`src/hw/rtl/pmct_pkg.sv`:
```
// Shared types and constants for the PS/2 mouse cursor tracker.
`timescale 1ns / 1ps
`default_nettype none

package pmct_pkg;

	// Position width default and configuration register width
	localparam int PosWidthDefault = 10;
	localparam int CfgWidth        = 10;
	localparam int ByteWidth       = 8;
	localparam int OutPosWidth     = 10;

	// APB register file geometry
	localparam int ApbDataWidth  = 32;
	localparam int ApbAddrWidth  = 3;
	localparam int RegIndexWidth = 1;

	// Register indexes
	localparam logic [RegIndexWidth-1:0] RegXMax = 1'b0;
	localparam logic [RegIndexWidth-1:0] RegYMax = 1'b1;

	// Reset values
	localparam logic [CfgWidth-1:0] XMaxReset = 10'd640;
	localparam logic [CfgWidth-1:0] YMaxReset = 10'd480;
	localparam int PosXReset = 320;
	localparam int PosYReset = 240;

	// Header byte bit positions
	localparam int BitLeft  = 0;
	localparam int BitRight = 1;
	localparam int BitXSign = 4;
	localparam int BitYSign = 5;

	// Byte place inside a three-byte packet
	typedef enum logic [1:0] {
		PhaseHeader = 2'd0,
		PhaseX      = 2'd1,
		PhaseY      = 2'd2
	} phase_t;

	// Cursor limits from the register file
	typedef struct packed {
		logic [CfgWidth-1:0] x_max;
		logic [CfgWidth-1:0] y_max;
	} cfg_t;

endpackage

`default_nettype wire

```
`src/hw/rtl/pmct_cfg_regs.sv`:
```
// APB register file holding the cursor limits.
`timescale 1ns / 1ps
`default_nettype none

module pmct_cfg_regs (
	input  wire logic                               clk,
	input  wire logic                               arst_n,
	input  wire logic                               psel,
	input  wire logic                               penable,
	input  wire logic                               pwrite,
	input  wire logic [pmct_pkg::ApbAddrWidth-1:0]  paddr,
	input  wire logic [pmct_pkg::ApbDataWidth-1:0]  pwdata,
	output logic      [pmct_pkg::ApbDataWidth-1:0]  prdata,
	output logic                                    pready,
	output pmct_pkg::cfg_t                          cfg
);
	import pmct_pkg::*;

	logic [CfgWidth-1:0]      x_max_q;
	logic [CfgWidth-1:0]      y_max_q;
	logic [RegIndexWidth-1:0] reg_index;
	logic                     wr_en;

	assign reg_index = paddr[ApbAddrWidth-1:ApbAddrWidth-RegIndexWidth];
	assign wr_en     = psel && penable && pwrite;
	assign pready    = 1'b1;

	// Write the addressed limit on the access beat
	always_ff @(posedge clk or negedge arst_n) begin
		if (!arst_n) begin
			x_max_q <= XMaxReset;
			y_max_q <= YMaxReset;
		end else if (wr_en) begin
			unique case (reg_index)
				RegXMax: x_max_q <= pwdata[CfgWidth-1:0];
				RegYMax: y_max_q <= pwdata[CfgWidth-1:0];
				default: ;
			endcase
		end
	end

	// Read back the addressed limit
	always_comb begin
		unique case (reg_index)
			RegXMax: prdata = ApbDataWidth'(x_max_q);
			RegYMax: prdata = ApbDataWidth'(y_max_q);
			default: prdata = '0;
		endcase
	end

	assign cfg.x_max = x_max_q;
	assign cfg.y_max = y_max_q;

endmodule

`default_nettype wire

```
`src/hw/rtl/pmct_axis.sv`:
```
// Saturating cursor move along one axis by a 9-bit signed delta.
`timescale 1ns / 1ps
`default_nettype none

module pmct_axis #(
	parameter int POS_WIDTH = pmct_pkg::PosWidthDefault
) (
	input  wire logic [POS_WIDTH-1:0]             pos,
	input  wire logic [pmct_pkg::ByteWidth-1:0]   delta_byte,
	input  wire logic                             negative,
	input  wire logic [pmct_pkg::CfgWidth-1:0]    limit,
	output logic      [POS_WIDTH-1:0]             moved
);
	import pmct_pkg::*;

	localparam int SumWidth = ((POS_WIDTH > CfgWidth) ? POS_WIDTH : CfgWidth) + 1;
	localparam logic [SumWidth-1:0] PosMask = SumWidth'((1 << POS_WIDTH) - 1);

	logic [ByteWidth:0]   magnitude;
	logic [SumWidth-1:0]  pos_ext;
	logic [SumWidth-1:0]  limit_ext;
	logic [SumWidth-1:0]  ceiling;
	logic [SumWidth-1:0]  sum;

	// Clamp the limit to what the position can hold
	assign pos_ext   = SumWidth'(pos);
	assign limit_ext = SumWidth'(limit);
	assign ceiling   = (limit_ext > PosMask) ? PosMask : limit_ext;

	// Negative delta magnitude is 256 minus the byte
	assign magnitude = (ByteWidth+1)'(9'd256 - {1'b0, delta_byte});
	assign sum       = pos_ext + SumWidth'(delta_byte);

	// Floor at zero going down, saturate at the ceiling going up
	always_comb begin
		if (negative) begin
			if (pos_ext < SumWidth'(magnitude))
				moved = '0;
			else
				moved = POS_WIDTH'(pos_ext - SumWidth'(magnitude));
		end else if (sum > ceiling) begin
			moved = ceiling[POS_WIDTH-1:0];
		end else begin
			moved = sum[POS_WIDTH-1:0];
		end
	end

endmodule

`default_nettype wire

```
`src/hw/rtl/ps2_mouse_cursor_tracker_core.sv`:
```
// PS/2 mouse cursor tracker: packet phase, button and cursor state, result register.
// The result register takes each accepted byte's result beat; the single shared
// saturating adder sets the cycle path; one byte per cycle unless stalled.
// packet_ready stays high while the result register is empty or being drained this cycle.
// Reset: asynchronous, active low; cursor at (320, 240), buttons and signs clear,
// phase at header, limits at (640, 480), result register empty.
`timescale 1ns / 1ps
`default_nettype none

module ps2_mouse_cursor_tracker_core #(
	parameter int POS_WIDTH = pmct_pkg::PosWidthDefault
) (
	input  wire logic                                clk,
	input  wire logic                                arst_n,
	// configuration port
	input  wire logic                                psel,
	input  wire logic                                penable,
	input  wire logic                                pwrite,
	input  wire logic [pmct_pkg::ApbAddrWidth-1:0]   paddr,
	input  wire logic [pmct_pkg::ApbDataWidth-1:0]   pwdata,
	output logic      [pmct_pkg::ApbDataWidth-1:0]   prdata,
	output logic                                     pready,
	// byte channel
	input  wire logic                                packet_valid,
	output logic                                     packet_ready,
	input  wire logic [pmct_pkg::ByteWidth-1:0]      packet_byte,
	// result channel
	output logic                                     result_valid,
	input  wire logic                                result_ready,
	output logic                                     left_button,
	output logic                                     right_button,
	output logic      [pmct_pkg::OutPosWidth-1:0]    cursor_x,
	output logic      [pmct_pkg::OutPosWidth-1:0]    cursor_y,
	output logic      [1:0]                          byte_phase,
	output logic                                     packet_done
);
	import pmct_pkg::*;

	localparam int ExtWidth = (POS_WIDTH > OutPosWidth) ? POS_WIDTH : OutPosWidth;
	localparam logic [POS_WIDTH-1:0] PosXInit = POS_WIDTH'(PosXReset);
	localparam logic [POS_WIDTH-1:0] PosYInit = POS_WIDTH'(PosYReset);

	cfg_t cfg;

	// Tracker state
	phase_t                 phase_q;
	phase_t                 phase_next;
	logic                   left_held_q;
	logic                   right_held_q;
	logic                   x_negative_q;
	logic                   y_negative_q;
	logic [POS_WIDTH-1:0]   pos_x_q;
	logic [POS_WIDTH-1:0]   pos_y_q;

	// Result register
	logic                   result_valid_q;
	logic                   left_button_q;
	logic                   right_button_q;
	logic [OutPosWidth-1:0] cursor_x_q;
	logic [OutPosWidth-1:0] cursor_y_q;
	logic [1:0]             byte_phase_q;
	logic                   packet_done_q;

	// Decoded per-byte actions
	logic                   is_header;
	logic                   is_x;
	logic                   is_y;
	phase_t                 phase_out;

	logic                   accept;
	logic [POS_WIDTH-1:0]   axis_pos;
	logic                   axis_negative;
	logic [CfgWidth-1:0]    axis_limit;
	logic [POS_WIDTH-1:0]   axis_moved;

	logic                   left_next;
	logic                   right_next;
	logic                   x_negative_next;
	logic                   y_negative_next;
	logic [POS_WIDTH-1:0]   pos_x_next;
	logic [POS_WIDTH-1:0]   pos_y_next;
	logic [ExtWidth-1:0]    pos_x_ext;
	logic [ExtWidth-1:0]    pos_y_ext;

	pmct_cfg_regs u_cfg_regs (
		.clk     (clk),
		.arst_n  (arst_n),
		.psel    (psel),
		.penable (penable),
		.pwrite  (pwrite),
		.paddr   (paddr),
		.pwdata  (pwdata),
		.prdata  (prdata),
		.pready  (pready),
		.cfg     (cfg)
	);

	// Take a byte whenever the result register is free or draining
	assign packet_ready = !result_valid_q || result_ready;
	assign accept       = packet_valid && packet_ready;

	// Advance the packet phase
	always_comb begin
		unique case (phase_q)
			PhaseX:  phase_next = PhaseY;
			PhaseY:  phase_next = PhaseHeader;
			default: phase_next = PhaseX;
		endcase
	end

	// Decode what this byte updates
	always_comb begin
		is_header = 1'b0;
		is_x      = 1'b0;
		is_y      = 1'b0;
		unique case (phase_q)
			PhaseX: begin
				is_x      = 1'b1;
				phase_out = PhaseX;
			end
			PhaseY: begin
				is_y      = 1'b1;
				phase_out = PhaseY;
			end
			default: begin
				is_header = 1'b1;
				phase_out = PhaseHeader;
			end
		endcase
	end

	// Share one saturating adder between the two axes
	assign axis_pos      = is_y ? pos_y_q      : pos_x_q;
	assign axis_negative = is_y ? y_negative_q : x_negative_q;
	assign axis_limit    = is_y ? cfg.y_max    : cfg.x_max;

	pmct_axis #(
		.POS_WIDTH (POS_WIDTH)
	) u_axis (
		.pos        (axis_pos),
		.delta_byte (packet_byte),
		.negative   (axis_negative),
		.limit      (axis_limit),
		.moved      (axis_moved)
	);

	// Next state after this byte
	assign left_next       = is_header ? packet_byte[BitLeft]  : left_held_q;
	assign right_next      = is_header ? packet_byte[BitRight] : right_held_q;
	assign x_negative_next = is_header ? packet_byte[BitXSign] : x_negative_q;
	assign y_negative_next = is_header ? packet_byte[BitYSign] : y_negative_q;
	assign pos_x_next      = is_x ? axis_moved : pos_x_q;
	assign pos_y_next      = is_y ? axis_moved : pos_y_q;
	assign pos_x_ext       = ExtWidth'(pos_x_next);
	assign pos_y_ext       = ExtWidth'(pos_y_next);

	// Update tracker state on each accepted beat
	always_ff @(posedge clk or negedge arst_n) begin
		if (!arst_n) begin
			phase_q      <= PhaseHeader;
			left_held_q  <= 1'b0;
			right_held_q <= 1'b0;
			x_negative_q <= 1'b0;
			y_negative_q <= 1'b0;
			pos_x_q      <= PosXInit;
			pos_y_q      <= PosYInit;
		end else if (accept) begin
			phase_q      <= phase_next;
			left_held_q  <= left_next;
			right_held_q <= right_next;
			x_negative_q <= x_negative_next;
			y_negative_q <= y_negative_next;
			pos_x_q      <= pos_x_next;
			pos_y_q      <= pos_y_next;
		end
	end

	// Hold the result beat until taken
	always_ff @(posedge clk or negedge arst_n) begin
		if (!arst_n) begin
			result_valid_q <= 1'b0;
		end else if (accept) begin
			result_valid_q <= 1'b1;
		end else if (result_ready) begin
			result_valid_q <= 1'b0;
		end
	end

	// Load the result payload
	always_ff @(posedge clk) begin
		if (accept) begin
			left_button_q  <= left_next;
			right_button_q <= right_next;
			cursor_x_q     <= pos_x_ext[OutPosWidth-1:0];
			cursor_y_q     <= pos_y_ext[OutPosWidth-1:0];
			byte_phase_q   <= phase_out;
			packet_done_q  <= is_y;
		end
	end

	assign result_valid = result_valid_q;
	assign left_button  = left_button_q;
	assign right_button = right_button_q;
	assign cursor_x     = cursor_x_q;
	assign cursor_y     = cursor_y_q;
	assign byte_phase   = byte_phase_q;
	assign packet_done  = packet_done_q;

	// A completed packet is always reported on the y delta byte
	a_done_on_y: assert property (@(posedge clk) disable iff (!arst_n)
		result_valid |-> (packet_done == (byte_phase == PhaseY)))
		else $error("packet_done disagrees with byte_phase");

	// A stalled result blocks new bytes
	a_stall_blocks: assert property (@(posedge clk) disable iff (!arst_n)
		(result_valid && !result_ready) |-> !packet_ready)
		else $error("byte taken while result register is full");

	// The phase moves only on an accepted byte
	a_phase_hold: assert property (@(posedge clk) disable iff (!arst_n)
		!accept |=> $stable(phase_q))
		else $error("packet phase moved without a byte");

	// A header byte is followed by the x delta
	a_header_then_x: assert property (@(posedge clk) disable iff (!arst_n)
		(accept && phase_q == PhaseHeader) |=> (phase_q == PhaseX))
		else $error("header not followed by x delta phase");

endmodule

`default_nettype wire
```
`config.mk`:
```
export PLATFORM = sky130hd
export DESIGN_NAME = ps2_mouse_cursor_tracker_core
export DESIGN_NICKNAME = d
export VERILOG_FILES = /design/src/hw/rtl/pmct_pkg.sv /design/src/hw/rtl/pmct_cfg_regs.sv /design/src/hw/rtl/pmct_axis.sv /design/src/hw/rtl/ps2_mouse_cursor_tracker_core.sv
export SDC_FILE = /design/constraint.sdc
export NUM_CORES = 1
export LEC_CHECK = 0
export ABC_CLOCK_PERIOD_IN_PS = 4900
export BUFFER_PORTS_ARGS = -buffer_cell sky130_fd_sc_hd__buf_2
export CAP_MARGIN = 20
export CORE_MARGIN = 4
export CORE_UTILIZATION = 40
export CTS_CLUSTER_DIAMETER = 100
export DETAILED_ROUTE_END_ITERATION = 16
export PLACE_DENSITY = 0.69
export SYNTH_ARGS = -nofsm -noshare
export SYNTH_HDL_FRONTEND = slang
export SYNTH_SLANG_ARGS = --single-unit
```
`constraint.sdc`:
```
create_clock -name clk -period 4.9 [get_ports clk]
set_input_delay 0.245 -clock clk [delete_from_list [all_inputs] [get_ports clk]]
set_output_delay 0.245 -clock clk [all_outputs]
set_load 0.02 [all_outputs]
```
==> results.md <==
- The worst hold path was traced through 2 stages.
- The run finished with clean final reports.
- The clock insertion delay at the later pin of the skew report is 0.34 ns.
- The pin count of the biggest net entering global routing is 48.
- The cell area that synthesis handed to floorplanning was 4710 µm².
- Of the total synthesized cell area, the portion taken by full adders, half adders and majority gates is 9.88%.
- The maximum frequency from static timing analysis is 0.211 GHz.
- The number of cells after detailed placement is 640.
- Yosys printed 0 warnings.
- The total global routing overflow is 0.
- The normalized max-slew margin is 25.3%.
- The sequential-to-total area share from yosys stat is 40.6%.
- The number of antenna repair diodes is 0.
- The average instance in the mapped netlist occupies 10.6 µm².
- The startpoint identified for the worst hold timing path is packet_valid.
- Detailed placement ended at an HPWL of 8.00 mm.
- For this configuration, the core starts out at a cell density of 41.1%.
- The power density over cell area is 823 nW/µm².
- The post-layout instance area is 5460 µm².
- The basic-gate share of the synthesized area counting and, or, nand and nor cells is 11.1%.
- The critical path is of the flop to flop type.
- The placed instances occupy a cell area of 5040 µm².
- The startpoint of the most critical register-to-register path is phase_q[0].
- The worst setup path is captured at a flop.
- The number of standard cells in the layout, taps in and fillers out is 659.
- The leakage power figure is 2.41 nW.
- In this run, the number of DRC markers left after iteration 0 of detailed routing was 223.
- The boundary pin count is 110.
- Setup violations remaining at the end of the flow were counted as 0.
- For this run, asynchronously set or reset flops after synthesis account for 66.2%.
- Counting the fill cells in the layout gives 1,032.
- The post-route DRC violation count is 0.
- The post-synthesis xor/xnor area fraction is 3.72%.
- The slew at the pin closest to its max-slew limit is 1.09 ns.
- In the final layout, the share of cells above drive strength 1 is 32.9%.
- The worst register-to-register path ends at cursor_x[9].
- The number of max-slew violations in the final report is 0.
- The CTS tree is done.
- At the end of routability-driven placement, the weighted congestion stood at 0.879.
- For this block, the via count after detailed routing is 3,539.
- The hold violation count in the final report came to 0.
- Counting along the longest clock path gives a buffer depth of 2.
- Hold is met by 0.114 ns.
- For this run, the total global-route usage over all layers was measured as 16.4%.
- Measured on the finished design, the core utilization comes to 47.6%.
- The clock tree synthesis step divided the H-tree into 3 levels.
- The number of clock sinks seen by CTS is 71.
- Buffers placed on the I/O ports in this run total 62.
- The average wire per cell in the routed design is 15.8 µm.
- The core area is 11,500 µm².
- The maximum fanout along the worst path is 4.
- Measured along the y axis, the die boundary spans 117 µm.
- The clock-pin slew reported for the worst setup and hold paths after clock tree synthesis is 0.06 ns.
- The initial antenna violation count is 0.
- Max-cap violations in this run came to 0.
- The area added between synthesis and finish is 16.0%.
- In the layout the commonest cells are buf_2, mux2_2, nand2_1, dfrtp_1, ha_1.
- The synthesized-area fraction occupied by ao, oa, aoi and oai cells is 13.5%.
- Counting flops and latches in the post-synthesis netlist gives 71.
- The multiplexer fraction of the synthesized cell area is 14.0%.
- Clock tree synthesis inserted a total of 9 buffers.
- The kind of start point of the critical path is a flop.
- Counting flops with a built-in enable in the synthesized netlist gives 24.
- The total iterations of the first detailed-routing run is 4.
- The die extent in x is 117 µm.
- The number of core rows is 39.
- The root buffer cell chosen for the clock tree is clkbuf_16.
- The number of distinct standard cells referenced by the synthesized netlist is 60.
- The worst-case vdd ir drop is 0.000470 V.
- After the last flow step, the layout net total stands at 597.
- For the worst flop-to-flop path, the logic depth is 17.
- The library cell used most frequently in the layout, excluding fill and tap cells, is buf_2.
- In the synthesized netlist the dominant register cell turns out to be dfrtp_1.
- The first global-routing pass estimated 17.1 mm of wire.
- The number of global-route vias before repair came to 3,509.
- The largest family of logic cells by synthesized area is multiplexers.
- For the worst setup path, the data required time is 5.08 ns.
- In the finished design, the share of the clock period the worst path needs comes to 96.6%.
- The path type of the worst min-delay path is input pin to flop.
- Clock skew on the completed layout was measured at 0.00634 ns.
- The end of the worst hold path is result_valid.
- The worst path arrival time is 4.91 ns.
- After detailed routing, the total wire length is 10.4 mm.
- The number of instances in the synthesized netlist is 446.
- In this run the remaining antenna-violating nets after routing total 0.
- Counting I/O delays and the setup requirement, the final critical path takes 4.74 ns.
- After detailed routing, the number of vias per cell comes to 5.37.
- For flop-to-flop paths, the worst setup slack is 0.16 ns.
- The floorplan step defined a die boundary enclosing 13,600 µm².
cells in the mapped netlist (9+ instances only):
master	instances	area share, %
mux2_2	47	11
xor2_1	11	2.0
ha_1	34	9.0
inv_1	12	0.96
buf_4	24	3.8
o21ai_0	15	1.6
dfrtp_1	35	19
xnor2_1	9	1.7
nand3_1	14	1.5
o21ai_1	10	1.1
mux2i_1	13	2.8
a21oi_1	30	3.2
nor2_1	31	2.5
edfxtp_1	24	15
nand2_1	40	3.2
dfstp_2	12	6.7
registers in the layout, indices dropped and copies added (netlist names), 2 cells and up:
name / flops
phase_q: 2
pos_x_q: 10
cursor_x: 10
u_cfg_regs.x_max_q: 10
u_cfg_regs.y_max_q: 10
pos_y_q: 10
cursor_y: 10
byte_phase: 2
critical path, cell delays in order (launching register included):
cell and delay [ns]:
dfrtp_1 0.39, inv_1 0.14, ha_4 0.20, buf_4 0.15, mux2_2 0.39, ha_1 0.35, a211oi_2 0.20, a21oi_1 0.11
o41a_1 0.38, xnor2_2 0.16, ha_1 0.32, a21o_1 0.19, a21oi_2 0.14, or4b_4 0.50, a22oi_4 0.21, mux2i_1 0.34
a22oi_2 0.16, a21oi_1 0.23
area by class of cell:
type,instances,area [µm²],share of cell area [%]
tap,143,179,3.28
clock buffer,10,239,4.37
sequential,71,1910,35.0
clock inverter,6,92.6,1.69
multi-input combinational,345,2580,47.2
timing repair buffer,72,415,7.60
inverter,12,45.0,0.825
cells by family after synthesis:
kind of cell,Yosys count
compound gates,93
other cells,2
simple gates,113
xor+xnor,20
flops,71
mux,60
fa+ha+maj,36
buf+inv,51
how the worst max path moves through the flow:
stage / start / to / slack (ns) / cells past startpoint
after global placement: phase_q[0] / cursor_x[8] / 0.13 / 18
final: phase_q[0] / cursor_x[9] / 0.16 / 17
after detailed placement: phase_q[0] / cursor_x[8] / 0.09 / 18
after global routing: phase_q[0] / cursor_x[9] / -0.005 / 17
after floorplan: phase_q[0] / cursor_x[8] / 0.24 / 18
after CTS: phase_q[0] / cursor_x[9] / 0.05 / 17
metal layers:
layer  vias up  global-route usage, %  wire, µm
met1      1686                   19.5      4400
met3        27                   4.56       742
met4         0                   6.81       321
met2       128                   27.8      4920
met5         -                      0         0
li1       1698                      -         -
per-stage QoR:
stage | power [mW] | setup slack (ns) | setup TNS (ns)
2_1_floorplan | 3.08 | 0.242 | 0
3_3_place_gp | 3.58 | 0.135 | 0
3_5_place_dp | 3.66 | 0.0851 | 0
4_1_cts | 4.40 | 0.0460 | 0
5_1_grt | 4.85 | -0.00507 | -0.00507
6_report | 4.50 | 0.165 | 0
what timing repair did:
action	CTS	global route
hold endpoints to repair	0	6
endpoints found under the setup margin	0	39
hold buffers	0	1
buffers inserted	0	0
resized for setup	0	8
where the power goes:
group,switching (mW),leakage [nW],internal [mW]
combinational,1.62,1.47,1.16
clock,0.254,0.155,0.462
sequential,0.111,0.787,0.888
No activity file was read; power rests on OpenSTA's default activity.
